--- src/rtl/ppt_pkg.sv ---
// shared types and constants for the pulse period tachometer
package ppt_pkg;

  localparam int CFG_IDX_W = 3;
  localparam int CFG_DATA_W = 24;
  localparam int DIV_W = 34;
  localparam int DIVS_W = 32;
  localparam int STEP_W = 6;

  localparam logic [CFG_IDX_W-1:0] CFG_PPR = 3'd0;
  localparam logic [CFG_IDX_W-1:0] CFG_PPM = 3'd1;
  localparam logic [CFG_IDX_W-1:0] CFG_TIMEOUT = 3'd2;
  localparam logic [CFG_IDX_W-1:0] CFG_EDGE_RISING = 3'd3;
  localparam logic [CFG_IDX_W-1:0] CFG_ENABLED = 3'd4;

  localparam logic [31:0] TIMER_MAX = 32'hFFFF_FFFF;
  localparam logic [23:0] RESET_TIMEOUT_US = 24'd1000000;
  localparam logic [DIV_W-1:0] RPM_NUM_Q8 = 34'd15360000000;

  localparam logic [STEP_W-1:0] STEPS_QUOT = 6'd8;
  localparam logic [STEP_W-1:0] STEPS_RPM = 6'd34;

  typedef struct packed {
    logic [7:0]  pulses_per_rev;
    logic [7:0]  pulses_per_measure;
    logic [23:0] timeout_us;
    logic        edge_rising;
    logic        enabled;
  } cfg_t;

  typedef struct packed {
    logic              start;
    logic [STEP_W-1:0] steps;
  } div_req_t;

  typedef struct packed {
    logic busy;
    logic done;
  } div_rsp_t;

endpackage

--- src/rtl/ppt_track.sv ---
// edge detection, interval timer, edge counting and timeout tracking
module ppt_track (
  input  logic            clk,
  input  logic            rst_n,
  input  ppt_pkg::cfg_t   cfg,
  input  logic            accept,
  input  logic            pin_level,
  output logic [31:0]     last_period,
  output logic            latched
);

  logic        prev_r, prev_nxt;
  logic [31:0] timer_r, timer_nxt;
  logic [7:0]  count_r, count_nxt;
  logic        started_r, started_nxt;
  logic [23:0] tmo_r, tmo_nxt;
  logic        armed_r, armed_nxt;
  logic [31:0] period_r, period_nxt;
  logic        latched_r, latched_nxt;

  logic        edge_seen;
  logic [31:0] timer_inc;
  logic [31:0] timer_base;
  logic [7:0]  count_base;
  logic [7:0]  count_inc;
  logic [7:0]  eff_measure;

  always_comb begin
    eff_measure = (cfg.pulses_per_measure == 8'd0) ? 8'd1 : cfg.pulses_per_measure;
    edge_seen   = cfg.edge_rising ? (!prev_r && pin_level) : (prev_r && !pin_level);
    timer_inc   = (cfg.enabled && timer_r != ppt_pkg::TIMER_MAX) ? timer_r + 32'd1 : timer_r;
    timer_base  = started_r ? timer_inc : 32'd0;
    count_base  = started_r ? count_r : 8'd0;
    count_inc   = count_base + 8'd1;

    prev_nxt    = pin_level;
    timer_nxt   = timer_inc;
    count_nxt   = count_r;
    started_nxt = started_r;
    tmo_nxt     = tmo_r;
    armed_nxt   = armed_r;
    period_nxt  = period_r;
    latched_nxt = 1'b0;

    if (cfg.enabled && edge_seen) begin
      started_nxt = 1'b1;
      if (count_inc == eff_measure) begin
        period_nxt  = timer_base;
        timer_nxt   = 32'd0;
        count_nxt   = 8'd0;
        latched_nxt = 1'b1;
      end else begin
        timer_nxt = timer_base;
        count_nxt = count_inc;
      end
      tmo_nxt   = cfg.timeout_us;
      armed_nxt = 1'b1;
    end else if (armed_r) begin
      if (tmo_r <= 24'd1) begin
        tmo_nxt    = 24'd0;
        armed_nxt  = 1'b0;
        period_nxt = 32'd0;
      end else begin
        tmo_nxt = tmo_r - 24'd1;
      end
    end
  end

  always_ff @(posedge clk) begin
    if (!rst_n) begin
      prev_r    <= 1'b0;
      timer_r   <= 32'd0;
      count_r   <= 8'd0;
      started_r <= 1'b0;
      tmo_r     <= 24'd0;
      armed_r   <= 1'b0;
      period_r  <= 32'd0;
      latched_r <= 1'b0;
    end else if (accept) begin
      prev_r    <= prev_nxt;
      timer_r   <= timer_nxt;
      count_r   <= count_nxt;
      started_r <= started_nxt;
      tmo_r     <= tmo_nxt;
      armed_r   <= armed_nxt;
      period_r  <= period_nxt;
      latched_r <= latched_nxt;
    end
  end

  assign last_period = period_r;
  assign latched     = latched_r;

endmodule

--- src/rtl/ppt_div.sv ---
// restoring divider, one quotient bit per cycle, step count set per run
module ppt_div (
  input  logic                          clk,
  input  logic                          rst_n,
  input  ppt_pkg::div_req_t             req,
  input  logic [ppt_pkg::DIV_W-1:0]     dividend,
  input  logic [ppt_pkg::DIVS_W-1:0]    divisor,
  output ppt_pkg::div_rsp_t             rsp,
  output logic [ppt_pkg::DIV_W-1:0]     quotient
);

  logic [ppt_pkg::DIV_W-1:0]  dvd_r;
  logic [ppt_pkg::DIVS_W-1:0] dvs_r;
  logic [ppt_pkg::DIVS_W-1:0] rem_r;
  logic [ppt_pkg::DIV_W-1:0]  quo_r;
  logic [ppt_pkg::STEP_W-1:0] cnt_r;
  logic                       busy_r;
  logic                       done_r;

  logic [ppt_pkg::DIVS_W:0]   trial;
  logic [ppt_pkg::DIVS_W:0]   diff;
  logic                       ge;
  logic [ppt_pkg::DIVS_W-1:0] rem_nxt;

  always_comb begin
    trial   = {rem_r, dvd_r[ppt_pkg::DIV_W-1]};
    diff    = trial - {1'b0, dvs_r};
    ge      = (trial >= {1'b0, dvs_r});
    rem_nxt = ge ? diff[ppt_pkg::DIVS_W-1:0] : trial[ppt_pkg::DIVS_W-1:0];
  end

  always_ff @(posedge clk) begin
    if (!rst_n) begin
      busy_r <= 1'b0;
      done_r <= 1'b0;
      cnt_r  <= '0;
    end else begin
      done_r <= 1'b0;
      if (req.start) begin
        busy_r <= 1'b1;
        cnt_r  <= req.steps;
      end else if (busy_r) begin
        cnt_r <= cnt_r - ppt_pkg::STEP_W'(1);
        if (cnt_r == ppt_pkg::STEP_W'(1)) begin
          busy_r <= 1'b0;
          done_r <= 1'b1;
        end
      end
    end
  end

  // datapath: the dividend is left aligned so its top bit enters first
  always_ff @(posedge clk) begin
    if (req.start) begin
      dvd_r <= dividend;
      dvs_r <= divisor;
      rem_r <= '0;
      quo_r <= '0;
    end else if (busy_r) begin
      dvd_r <= {dvd_r[ppt_pkg::DIV_W-2:0], 1'b0};
      rem_r <= rem_nxt;
      quo_r <= {quo_r[ppt_pkg::DIV_W-2:0], ge};
    end
  end

  assign rsp.busy = busy_r;
  assign rsp.done = done_r;
  assign quotient = quo_r;

endmodule

--- src/rtl/pulse_period_tachometer.sv ---
// Pulse period tachometer: one pin sample per item, period, rotation time and rpm out.
// Each accepted item updates edge, timer and timeout state in its accept cycle, then a
// sequencer runs one shared restoring divider twice: 8 steps for the integer quotient
// pulses_per_rev / pulses_per_measure, a product state for the saturating 32x8 rotation time
// product, then 34 steps for rpm = 15360000000 / rotation_time (0 for a zero rotation
// time). With the divider running one bit per cycle, each divider run has a start and a done
// step around it, followed by the product state and the output load; in_stall is high from
// the accept until the result is loaded, which waits longer while out_stall holds the output
// register, and the next item is taken only after that.
// Results sit in an output register, so the next item is taken while an earlier result
// still waits on out_stall. Configuration writes are expected only while the block is idle.
module pulse_period_tachometer (
  input  logic                              clk,
  input  logic                              rst_n,
  input  logic                              cfg_we,
  input  logic [ppt_pkg::CFG_IDX_W-1:0]     cfg_index,
  input  logic [ppt_pkg::CFG_DATA_W-1:0]    cfg_data,
  input  logic                              in_valid,
  output logic                              in_stall,
  input  logic                              in_pin_level,
  output logic                              out_valid,
  input  logic                              out_stall,
  output logic [31:0]                       out_period_us,
  output logic [31:0]                       out_rotation_time_us,
  output logic [33:0]                       out_rpm_q8,
  output logic                              out_new_measurement
);

  localparam logic [2:0] S_IDLE = 3'd0;
  localparam logic [2:0] S_DIVQ = 3'd1;
  localparam logic [2:0] S_MUL  = 3'd2;
  localparam logic [2:0] S_DIVR = 3'd3;
  localparam logic [2:0] S_DONE = 3'd4;

  ppt_pkg::cfg_t cfg_r;

  logic [2:0]  state_r, state_nxt;
  logic        go_r, go_nxt;
  logic [7:0]  quot_r;
  logic [31:0] rot_r;
  logic [33:0] rpm_r;
  logic        out_valid_r;

  logic        accept;
  logic        out_load;
  logic [31:0] last_period;
  logic        latched;
  logic [39:0] product;
  logic [7:0]  eff_measure;

  ppt_pkg::div_req_t           div_req;
  ppt_pkg::div_rsp_t           div_rsp;
  logic [ppt_pkg::DIV_W-1:0]   div_dividend;
  logic [ppt_pkg::DIVS_W-1:0]  div_divisor;
  logic [ppt_pkg::DIV_W-1:0]   div_quotient;

  assign accept   = in_valid && (state_r == S_IDLE);
  assign in_stall = (state_r != S_IDLE);
  assign out_load = (state_r == S_DONE) && (!out_valid_r || !out_stall);

  // configuration registers
  always_ff @(posedge clk) begin
    if (!rst_n) begin
      cfg_r.pulses_per_rev     <= 8'd1;
      cfg_r.pulses_per_measure <= 8'd1;
      cfg_r.timeout_us         <= ppt_pkg::RESET_TIMEOUT_US;
      cfg_r.edge_rising        <= 1'b1;
      cfg_r.enabled            <= 1'b0;
    end else if (cfg_we) begin
      case (cfg_index)
        ppt_pkg::CFG_PPR:         cfg_r.pulses_per_rev     <= cfg_data[7:0];
        ppt_pkg::CFG_PPM:         cfg_r.pulses_per_measure <= cfg_data[7:0];
        ppt_pkg::CFG_TIMEOUT:     cfg_r.timeout_us         <= cfg_data;
        ppt_pkg::CFG_EDGE_RISING: cfg_r.edge_rising        <= cfg_data[0];
        ppt_pkg::CFG_ENABLED:     cfg_r.enabled            <= cfg_data[0];
        default: ;
      endcase
    end
  end

  ppt_track u_track (
    .clk         (clk),
    .rst_n       (rst_n),
    .cfg         (cfg_r),
    .accept      (accept),
    .pin_level   (in_pin_level),
    .last_period (last_period),
    .latched     (latched)
  );

  always_comb begin
    eff_measure = (cfg_r.pulses_per_measure == 8'd0) ? 8'd1 : cfg_r.pulses_per_measure;
    div_req.start = go_r;
    if (state_r == S_DIVQ) begin
      div_req.steps = ppt_pkg::STEPS_QUOT;
      div_dividend  = {cfg_r.pulses_per_rev, 26'd0};
      div_divisor   = {24'd0, eff_measure};
    end else begin
      div_req.steps = ppt_pkg::STEPS_RPM;
      div_dividend  = ppt_pkg::RPM_NUM_Q8;
      div_divisor   = rot_r;
    end
  end

  ppt_div u_div (
    .clk      (clk),
    .rst_n    (rst_n),
    .req      (div_req),
    .dividend (div_dividend),
    .divisor  (div_divisor),
    .rsp      (div_rsp),
    .quotient (div_quotient)
  );

  assign product = last_period * {32'd0, quot_r};

  always_comb begin
    state_nxt = state_r;
    go_nxt    = 1'b0;
    case (state_r)
      S_IDLE: begin
        if (accept) begin
          state_nxt = S_DIVQ;
          go_nxt    = 1'b1;
        end
      end
      S_DIVQ: begin
        if (div_rsp.done) state_nxt = S_MUL;
      end
      S_MUL: begin
        state_nxt = S_DIVR;
        go_nxt    = 1'b1;
      end
      S_DIVR: begin
        if (div_rsp.done) state_nxt = S_DONE;
      end
      S_DONE: begin
        if (out_load) state_nxt = S_IDLE;
      end
      default: state_nxt = S_IDLE;
    endcase
  end

  always_ff @(posedge clk) begin
    if (!rst_n) begin
      state_r     <= S_IDLE;
      go_r        <= 1'b0;
      out_valid_r <= 1'b0;
    end else begin
      state_r <= state_nxt;
      go_r    <= go_nxt;
      if (out_load) begin
        out_valid_r <= 1'b1;
      end else if (!out_stall) begin
        out_valid_r <= 1'b0;
      end
    end
  end

  always_ff @(posedge clk) begin
    if (state_r == S_DIVQ && div_rsp.done) begin
      quot_r <= div_quotient[7:0];
    end
    if (state_r == S_MUL) begin
      // saturate the rotation time at the 32-bit maximum
      rot_r <= (product[39:32] != 8'd0) ? ppt_pkg::TIMER_MAX : product[31:0];
    end
    if (state_r == S_DIVR && div_rsp.done) begin
      rpm_r <= (rot_r == 32'd0) ? 34'd0 : div_quotient;
    end
    if (out_load) begin
      out_period_us        <= last_period;
      out_rotation_time_us <= rot_r;
      out_rpm_q8           <= rpm_r;
      out_new_measurement  <= latched;
    end
  end

  assign out_valid = out_valid_r;

endmodule
--- config.mk ---
export PLATFORM = sky130hd
export DESIGN_NAME = pulse_period_tachometer
export DESIGN_NICKNAME = d
export VERILOG_FILES = /design/src/rtl/ppt_pkg.sv /design/src/rtl/ppt_track.sv /design/src/rtl/ppt_div.sv /design/src/rtl/pulse_period_tachometer.sv
export SDC_FILE = /design/constraint.sdc
export NUM_CORES = 1
export LEC_CHECK = 0
export BUFFER_PORTS_ARGS = -buffer_cell sky130_fd_sc_hd__buf_4
export CORE_UTILIZATION = 37
export CTS_BUF_LIST = sky130_fd_sc_hd__clkbuf_8
export CTS_CLUSTER_SIZE = 12
export DETAILED_ROUTE_END_ITERATION = 8
export PLACE_DENSITY = 0.53
export SLEW_MARGIN = 20
export SYNTH_ARGS = -nofsm -noshare
export SYNTH_HDL_FRONTEND = slang
export SYNTH_HIERARCHICAL = 1
export SYNTH_SLANG_ARGS = --single-unit
--- constraint.sdc ---
create_clock -name clk -period 8 [get_ports clk]
set_input_delay 0.8 -clock clk [delete_from_list [all_inputs] [get_ports clk]]
set_output_delay 0.8 -clock clk [all_outputs]
set_load 0.02 [all_outputs]
==> results of run 1 <==
-- cell usage in the layout, fill, tap and decap left out, types with 21 or more instances in the layout --
| cell type | instances |
|---|---|
| mux2i_1 | 87 |
| o31ai_1 | 24 |
| a21boi_0 | 39 |
| a21o_1 | 24 |
| nor2_1 | 174 |
| nand2_1 | 338 |
| conb_1 | 23 |
| and2_1 | 225 |
| mux2_2 | 40 |
| a31oi_1 | 21 |
| buf_4 | 160 |
| o21ai_1 | 34 |
| nor4_1 | 28 |
| nand3_1 | 54 |
| xnor2_1 | 56 |
| a21oi_1 | 99 |
| edfxtp_1 | 239 |
| fa_1 | 181 |
| ha_1 | 97 |
| nand4_1 | 73 |
| dfxtp_1 | 219 |
| clkbuf_8 | 84 |
| xor2_1 | 48 |
| o21ai_0 | 51 |
| nor2b_1 | 65 |
| inv_1 | 279 |
| nor3_1 | 46 |
-- flip-flops by register name, summed over array words and instances (netlist names), 32 cells and up --
register / flops
cfg_r: 42
out_period_us: 32
out_rotation_time_us: 32
out_rpm_q8: 34
rot_r: 32
rpm_r: 34
u_div/dvd_r: 34
u_div/dvs_r: 32
u_div/quotient: 34
u_div/rem_r: 32
u_track/last_period: 32
u_track/timer_r: 32
-- metrics by stage --
step | power, W | hold slack (ns) | util (%) | worst slack [ns] | cell area, µm²
after global routing | 0.00615 | 0.304 | 41.8 | 1.15 | 33000
final | 0.00584 | 0.337 | 41.8 | 1.44 | 33000
after floorplan | 0.00349 | 0.400 | - | 1.81 | 29600
after detailed placement | 0.00369 | 0.405 | 39.6 | 1.43 | 31300
after global placement | 0.00367 | 0.405 | 39.6 | 1.51 | 31300
after CTS | 0.00593 | 0.265 | 41.7 | 1.45 | 32900
-- power by group through the flow --
stage	clock [W]	combinational [W]	sequential, W
floorplan	0	0.000820	0.00267
global placement	0	0.000970	0.00270
detailed placement	0	0.000983	0.00271
CTS	0.00228	0.000988	0.00266
global route	0.00238	0.00109	0.00267
finish	0.00219	0.000990	0.00266
-- per-layer routing --
| metal | up-vias | share of wire (%) |
|---|---|---|
| met3 | 129 | 4.5 |
| li1 | 10409 | - |
| met5 | - | 0 |
| met2 | 545 | 49 |
| met4 | 0 | 2.4 |
| met1 | 10781 | 45 |
-- final timing paths --
check | from | endpoint | slack (ns) | depth (start not counted)
max | quot_r[7]$_DFFE_PP_ | rot_r[11]$_SDFFCE_PP1P_ | 1.44 | 18
min | cfg_data[17] | cfg_r[19]$_SDFFE_PN1P_ | 0.34 | 3
max reg2reg | quot_r[7]$_DFFE_PP_ | rot_r[11]$_SDFFCE_PP1P_ | 1.44 | 18
min reg2reg | rpm_r[17]$_SDFFCE_PN0P_ | out_rpm_q8[17]$_DFFE_PP_ | 0.42 | 0
-- worst register-to-register path, stage by stage (launching register included) --
cell and delay [ns]:
edfxtp_1 1.03, nand2_1 0.21, fa_1 0.56, fa_1 0.54, inv_1 0.06, fa_1 0.54
inv_1 0.06, fa_1 0.53, inv_1 0.05, ha_1 0.38, a21o_1 0.22, a31o_1 0.20
nor2_1 0.20, o21ai_1 0.16, a21oi_1 0.40, o21bai_1 0.16, mux2i_1 0.16, or3_1 0.36
or4_1 0.49
-- area by class of cell --
type | instances | area share (%)
Timing Repair Buffer | 162 | 3.77
Inverter | 247 | 2.81
Clock inverter | 70 | 1.42
Tap cell | 1050 | 3.98
Clock buffer | 84 | 3.50
Multi-Input combinational cell | 2118 | 49.3
Antenna cell | 4 | 0.0303
Sequential cell | 460 | 35.2
==> flow_summary.ini, run 1 <==
[grt]
grt_max_degree = 81
grtUsageMet3_pct = 2.81
antenna_found_initial = 2
overflow = 0
grtUsageTotal_pct = 19.2
grt_pass1_vias = 22212
grt_pass1_wl_um = 124000
met2_usage_pct = 32.6
grt-busiest-layer = met2
met1_usage_pct = 25.0

[die]
fp.dieW_um = 284
die_h_um = 284
die_area_um2 = 80900
io_pins = 134
start_util_pct = 37.4
num_rows = 103
coreArea_um2 = 79000

[clocking]
clk_pin_slew_ns = 0.06
cts_htree_levels = 3
cts_setup_buffers = 0
clock_latency_ns = 0.71
ctsHoldBuffers = 0
clockBufferDepth = 3
numCtsBuffers = 82
ctsResizeCount = 0
cts_sinks = 460
cts_tree = yes
cts_root_buffer = clkbuf_8

[run]
max_cap_viol_count = 0

[synthesis]
ys_warn_count = 6
syn-cell-area_um2 = 29500
synth_cells = 2960
synth_area_per_cell_um2 = 9.97

[worst_setup_path]
slowest_stage = edfxtp_1
crit_top_cell = fa_1
path_delay_family = adder cells
startpoint_type = flop
path_buf_inv = 3
arrival_ns = 6.99
path_class = flop to flop
cp-end-kind = flop
crit_path_max_incr_delay_ns = 1.03
crit_path_max_fanout = 32
cp.required_ns = 8.44
path_cells = nand2_1 > fa_1 > fa_1 > inv_1 > fa_1 > inv_1 > fa_1 > inv_1 > ha_1 > a21o_1 > a31o_1 > nor2_1 > o21ai_1 > a21oi_1 > o21bai_1 > mux2i_1 > or3_1 > or4_1

[timing]
fmax_mhz = 153
finalCritPeriodShare_pct = 81.9
clock_skew_ns = 0.0647
grt_setup_unrepaired = false
worstMarginPinSlew_ns = 1.14
finalHoldViolCount = 0
fin_setup_tns_ns = 0
setup_viol = 0
slew_viol_final = 0
slew_headroom_pct = 24.3
period_minus_slack_ns = 6.56

[route]
wire_per_inst_um = 18.6
drc = 0
antenna_left = 0
vias_per_cell = 5.21
wirelength_um = 78200
vias = 21864
firstDrtPassIters = 5
first_iter_violations = 1487

[power]
p_seq_share_pct = 45.5
p_sw_w = 0.00171
p_leak_nw = 13.7
power_frac_comb_pct = 16.9
p_per_area_nw_per_um2 = 177
swShare_pct = 29.3
ir_worst_vdd_v = 0.000120
clkPwrFrac_pct = 37.5
intPower_w = 0.00413

[placed_design]
io_buffers = 133
gp_congestion = 0.878
dp_hpwl_um = 55800
place_inst = 4035

[cells_and_area]
nets = 3382
n_fill_cell = 7643
finalNonFillerCells = 4195
ff_latch_area_um2 = 11600
multi_input_area_um2 = 16300
syn2layout_area_growth_pct = 11.8
drive_gt1_share_pct = 11.9

[worst_hold_path]
hold_class = input port to flop

[outcome]
status = finished, final reports clean
(Power assumes the default switching activity.)
==> run 2, diff against run 1 <==
==> constraint.sdc (replaced) <==
create_clock -name clk -period 6.4 [get_ports clk]
set_input_delay 0.64 -clock clk [delete_from_list [all_inputs] [get_ports clk]]
set_output_delay 0.64 -clock clk [all_outputs]
set_load 0.02 [all_outputs]
==> flow_summary.ini, run 2 (same netlist as run 1, synthesis figures left out) <==
[outcome]
status = finished, final reports clean

[cells_and_area]
ff_latch_area_um2 = 11600
drive_gt1_share_pct = 13.1
largest_register_ffs = 42
syn2layout_area_growth_pct = 13.0
regMostFlops = cfg_r
n_fill_cell = 7689
final_common_cell = nand2_1
final_cell_mix = nand2_1 (338), inv_1 (278), edfxtp_1 (239), and2_1 (225), dfxtp_1 (219)
final_util_pct = 42.2
nets = 3419
multi_input_area_um2 = 16300

[worst_setup_path]
crit_path_max_incr_delay_ns = 0.55
path_cells = buf_4 > and2_1 > fa_1 > fa_1 > fa_1 > inv_1 > fa_1 > inv_1 > ha_1 > nand2_1 > nor2_1 > nand4_1 > a2111oi_0 > nand3b_1 > xnor2_1 > nand2_1 > or3_1 > or4_1
crit_path_max_fanout = 28
cp.required_ns = 6.84
cp-end-kind = flop
crit_top_cell = fa_1
path_class = flop to flop
r2r_slack_ns = 0.38
reg2reg_to = rot_r[11]$_SDFFCE_PP1P_
path_delay_family = adder cells
slowest_stage = fa_1
rr_worst_depth = 18
cp.depth = 18
r2r_start = quot_r[3]$_DFFE_PP_
startpoint_type = flop
arrival_ns = 6.45
path_buf_inv = 3

[worst_hold_path]
hold_class = input port to flop
hold_end = cfg_r[11]$_SDFFE_PN1P_
min_from = cfg_data[9]
whs_path_depth = 3

[timing]
period_minus_slack_ns = 6.02
worstMarginPinSlew_ns = 1.12
finalCritPeriodShare_pct = 94.0
clock_skew_ns = 0.0377
fmax_mhz = 166
fin_setup_tns_ns = 0
whs_ns = 0.176
slew_headroom_pct = 25.6
finalHoldViolCount = 0
slew_viol_final = 0
grt_setup_unrepaired = false
setup_viol = 0

[clocking]
cts_htree_levels = 3
ctsHoldBuffers = 0
numCtsBuffers = 82
cts_root_buffer = clkbuf_8
cts_sinks = 460
cts_tree = yes
clock_latency_ns = 0.71
ctsResizeCount = 0
clockBufferDepth = 3
clk_pin_slew_ns = 0.06

[route]
vias = 21919
first_iter_violations = 1250
firstDrtPassIters = 8
antenna_left = 0
wire_per_inst_um = 18.1
wirelength_um = 76700
vias_per_cell = 5.18
drc = 0

[grt]
met2_usage_pct = 32.6
grt_pass1_wl_um = 123000
overflow = 0
met1_usage_pct = 24.4
grtUsageMet3_pct = 2.82
grt_pass1_vias = 22391
grt_max_degree = 82
antenna_found_initial = 3
grtUsageTotal_pct = 19.0
grt-busiest-layer = met2

[placed_design]
io_buffers = 133
dp_hpwl_um = 55600
gp_congestion = 0.896

[power]
total_power_w = 0.00740
p_per_area_nw_per_um2 = 222
p_leak_nw = 13.9
ir_worst_vdd_v = 0.000147

[die]
fp.dieW_um = 284
die_h_um = 284
coreArea_um2 = 79000
num_rows = 103
die_area_um2 = 80900
start_util_pct = 37.4
io_pins = 134

[run]
max_cap_viol_count = 0
[run 2: cell count changes in the layout (fill, tap and decap cells not counted), sizes merged]
cell / delta
buf: +36
clkbuf: +5
inv: -5
clkinvlp: +2
diode: -2
clkinv: -1
[run 2: where the power goes]
group / internal (W) / switching, W
logic: 0.000510 / 0.000757
clock network: 0.00150 / 0.00132
registers: 0.00321 / 0.000103
[run 2: cell type report]
cell class / count / share of cell area (%)
Multi-Input combinational cell: 2118 / 48.8
Inverter: 247 / 2.78
Timing Repair Buffer: 199 / 4.61
Clock inverter: 66 / 1.41
Tap cell: 1050 / 3.94
Clock buffer: 88 / 3.63
Sequential cell: 460 / 34.8
Antenna cell: 2 / 0.0150
[run 2: stage by stage]
stage | setup WS, ns | area, µm² | std cells
2_1_floorplan | 0.370 | 29600 | 2982
3_3_place_gp | 0.371 | 31600 | 4072
3_5_place_dp | 0.310 | 31600 | 4072
4_1_cts | 0.271 | 33300 | 4226
5_1_grt | 0.0399 | 33300 | 4229
6_report | 0.383 | 33300 | 4230
[run 2: metal layers]
layer	wire (µm)	share of wire, %	vias up
met1	34000	44	10764
met2	37500	49	525
li1	-	-	10513
met3	3370	4.4	117
met4	1880	2.5	0
met5	0	0	-
[run 2: worst max path at each step]
stage	from	end	slack [ns]
6_report	quot_r[3]$_DFFE_PP_	rot_r[11]$_SDFFCE_PP1P_	0.38
4_1_cts	quot_r[7]$_DFFE_PP_	rot_r[11]$_SDFFCE_PP1P_	0.27
3_3_place_gp	quot_r[7]$_DFFE_PP_	rot_r[11]$_SDFFCE_PP1P_	0.37
5_1_grt	quot_r[3]$_DFFE_PP_	rot_r[11]$_SDFFCE_PP1P_	0.04
3_5_place_dp	quot_r[7]$_DFFE_PP_	rot_r[11]$_SDFFCE_PP1P_	0.31
2_1_floorplan	out_stall	out_new_measurement$_DFFE_PP_	0.37
[run 2: tightest hold or removal path, delay by kind of cell]
kind          cells  cell delay, ns
buf+inv           1            0.07
simple gates      2            0.11
[run 2: repair_timing]
action / CTS / global route
hold endpoints to repair: 0 / 0
setup buffers: 0 / 2
setup endpoints to repair: 0 / 4
==> run 3, diff against run 2 <==
==> constraint.sdc (replaced) <==
create_clock -name clk -period 7.8 [get_ports clk]
set_input_delay 0.78 -clock clk [delete_from_list [all_inputs] [get_ports clk]]
set_output_delay 0.78 -clock clk [all_outputs]
set_load 0.02 [all_outputs]
==> flow_summary.ini, run 3 (same netlist as run 1, synthesis figures left out) <==
[power]
p_leak_nw = 13.7
total_power_w = 0.00596
p_per_area_nw_per_um2 = 181
ir_worst_vdd_v = 0.000105

[timing]
grt_setup_unrepaired = false
finalHoldViolCount = 0
period_minus_slack_ns = 6.56
fmax_mhz = 152
whs_ns = 0.312
clock_skew_ns = 0.0300
slew_headroom_pct = 24.7
fin_setup_tns_ns = 0
finalCritPeriodShare_pct = 84.1
worstMarginPinSlew_ns = 1.13
slew_viol_final = 0
setup_viol = 0

[grt]
grt_max_degree = 74
antenna_found_initial = 2
overflow = 0
grtUsageTotal_pct = 19.4
met2_usage_pct = 32.9
grtUsageMet3_pct = 2.67
grt_pass1_wl_um = 125000
grt-busiest-layer = met2
grt_pass1_vias = 22564
met1_usage_pct = 24.9

[placed_design]
io_buffers = 133
gp_congestion = 0.853
dp_hpwl_um = 56100

[clocking]
cts_tree = yes
ctsResizeCount = 0
cts_sinks = 460
clockBufferDepth = 3
clock_latency_ns = 0.69
cts_root_buffer = clkbuf_8
clk_pin_slew_ns = 0.07
cts_htree_levels = 3
cts_setup_buffers = 0
numCtsBuffers = 81
ctsHoldBuffers = 0

[cells_and_area]
syn2layout_area_growth_pct = 11.7
final_common_cell = nand2_1
regMostFlops = cfg_r
nets = 3382
final_cell_mix = nand2_1 (338), inv_1 (283), edfxtp_1 (239), and2_1 (225), dfxtp_1 (219)
final_util_pct = 41.7
n_fill_cell = 7688
drive_gt1_share_pct = 11.9
largest_register_ffs = 42

[die]
coreArea_um2 = 79000
num_rows = 103
die_area_um2 = 80900
start_util_pct = 37.4
fp.dieW_um = 284
die_h_um = 284
io_pins = 134

[route]
drc = 0
antenna_left = 0
first_iter_violations = 1456
wire_per_inst_um = 18.8
firstDrtPassIters = 6
vias = 21819
wirelength_um = 78700
vias_per_cell = 5.20

[outcome]
status = finished, final reports clean

[worst_setup_path]
cp.required_ns = 8.23
startpoint_type = flop
cp-end-kind = flop
crit_path_max_fanout = 32
arrival_ns = 6.99
path_class = flop to flop

[run]
max_cap_viol_count = 0

[worst_hold_path]
hold_class = input port to flop
## run 3: through the flow
step                      setup slack (ns)  cells  cell area (µm²)
after detailed placement              1.20   4036            31300
after CTS                             1.17   4187            32900
after floorplan                       1.63   2982            29600
final                                 1.24   4192            33000
after global routing                 0.873   4190            33000
after global placement                1.33   4036            31300
## run 3: cell type report
cell class                      instances  area, µm²  share of cell area, %
Timing Repair Buffer                  163       1250                   3.79
Sequential cell                       460      11600                   35.2
Multi-Input combinational cell       2118      16300                   49.3
Tap cell                             1050       1310                   3.98
Clock inverter                         61        357                   1.08
Clock buffer                           90       1240                   3.76
Antenna cell                            3       7.51                 0.0228
Inverter                              247        927                   2.81
## run 3: final timing paths
| kind | startpoint | end | slack [ns] | cells past startpoint |
|---|---|---|---|---|
| setup / recovery | quot_r[6]$_DFFE_PP_ | rot_r[11]$_SDFFCE_PP1P_ | 1.24 | 18 |
| hold / removal | cfg_data[9] | cfg_r[11]$_SDFFE_PN1P_ | 0.31 | 3 |
| setup reg to reg | quot_r[6]$_DFFE_PP_ | rot_r[11]$_SDFFCE_PP1P_ | 1.24 | 18 |
| hold reg to reg | rpm_r[21]$_SDFFCE_PN0P_ | out_rpm_q8[21]$_DFFE_PP_ | 0.41 | 0 |
## run 3: critical path, cell delays in order (launching register included)
cell and delay (ns):
edfxtp_1 1.03, nand2_1 0.18, fa_1 0.54, fa_1 0.54, inv_1 0.05, fa_1 0.53
inv_1 0.06, fa_1 0.53, inv_1 0.04, ha_1 0.38, a21o_1 0.23, a31o_1 0.21
nor2_1 0.22, o21ai_1 0.17, a21oi_1 0.38, o21bai_1 0.17, mux2i_1 0.17, or3_1 0.37
or4_1 0.48
## run 3: layer usage
metal,routed length (µm),vias to the layer above,share of wire [%]
li1,-,10436,-
met4,2490,0,3.2
met1,35000,10713,44
met2,37900,523,48
met5,0,-,0
met3,3270,147,4.2
## run 3: power by group
part | switching (W) | internal, W | total [W] | leakage (nW)
clock | 0.00107 | 0.00114 | 0.00221 | 0.959
sequential | 0.0000902 | 0.00264 | 0.00273 | 3.96
combinational | 0.000608 | 0.000410 | 0.00102 | 8.75
total | 0.00176 | 0.00419 | 0.00596 | 13.7
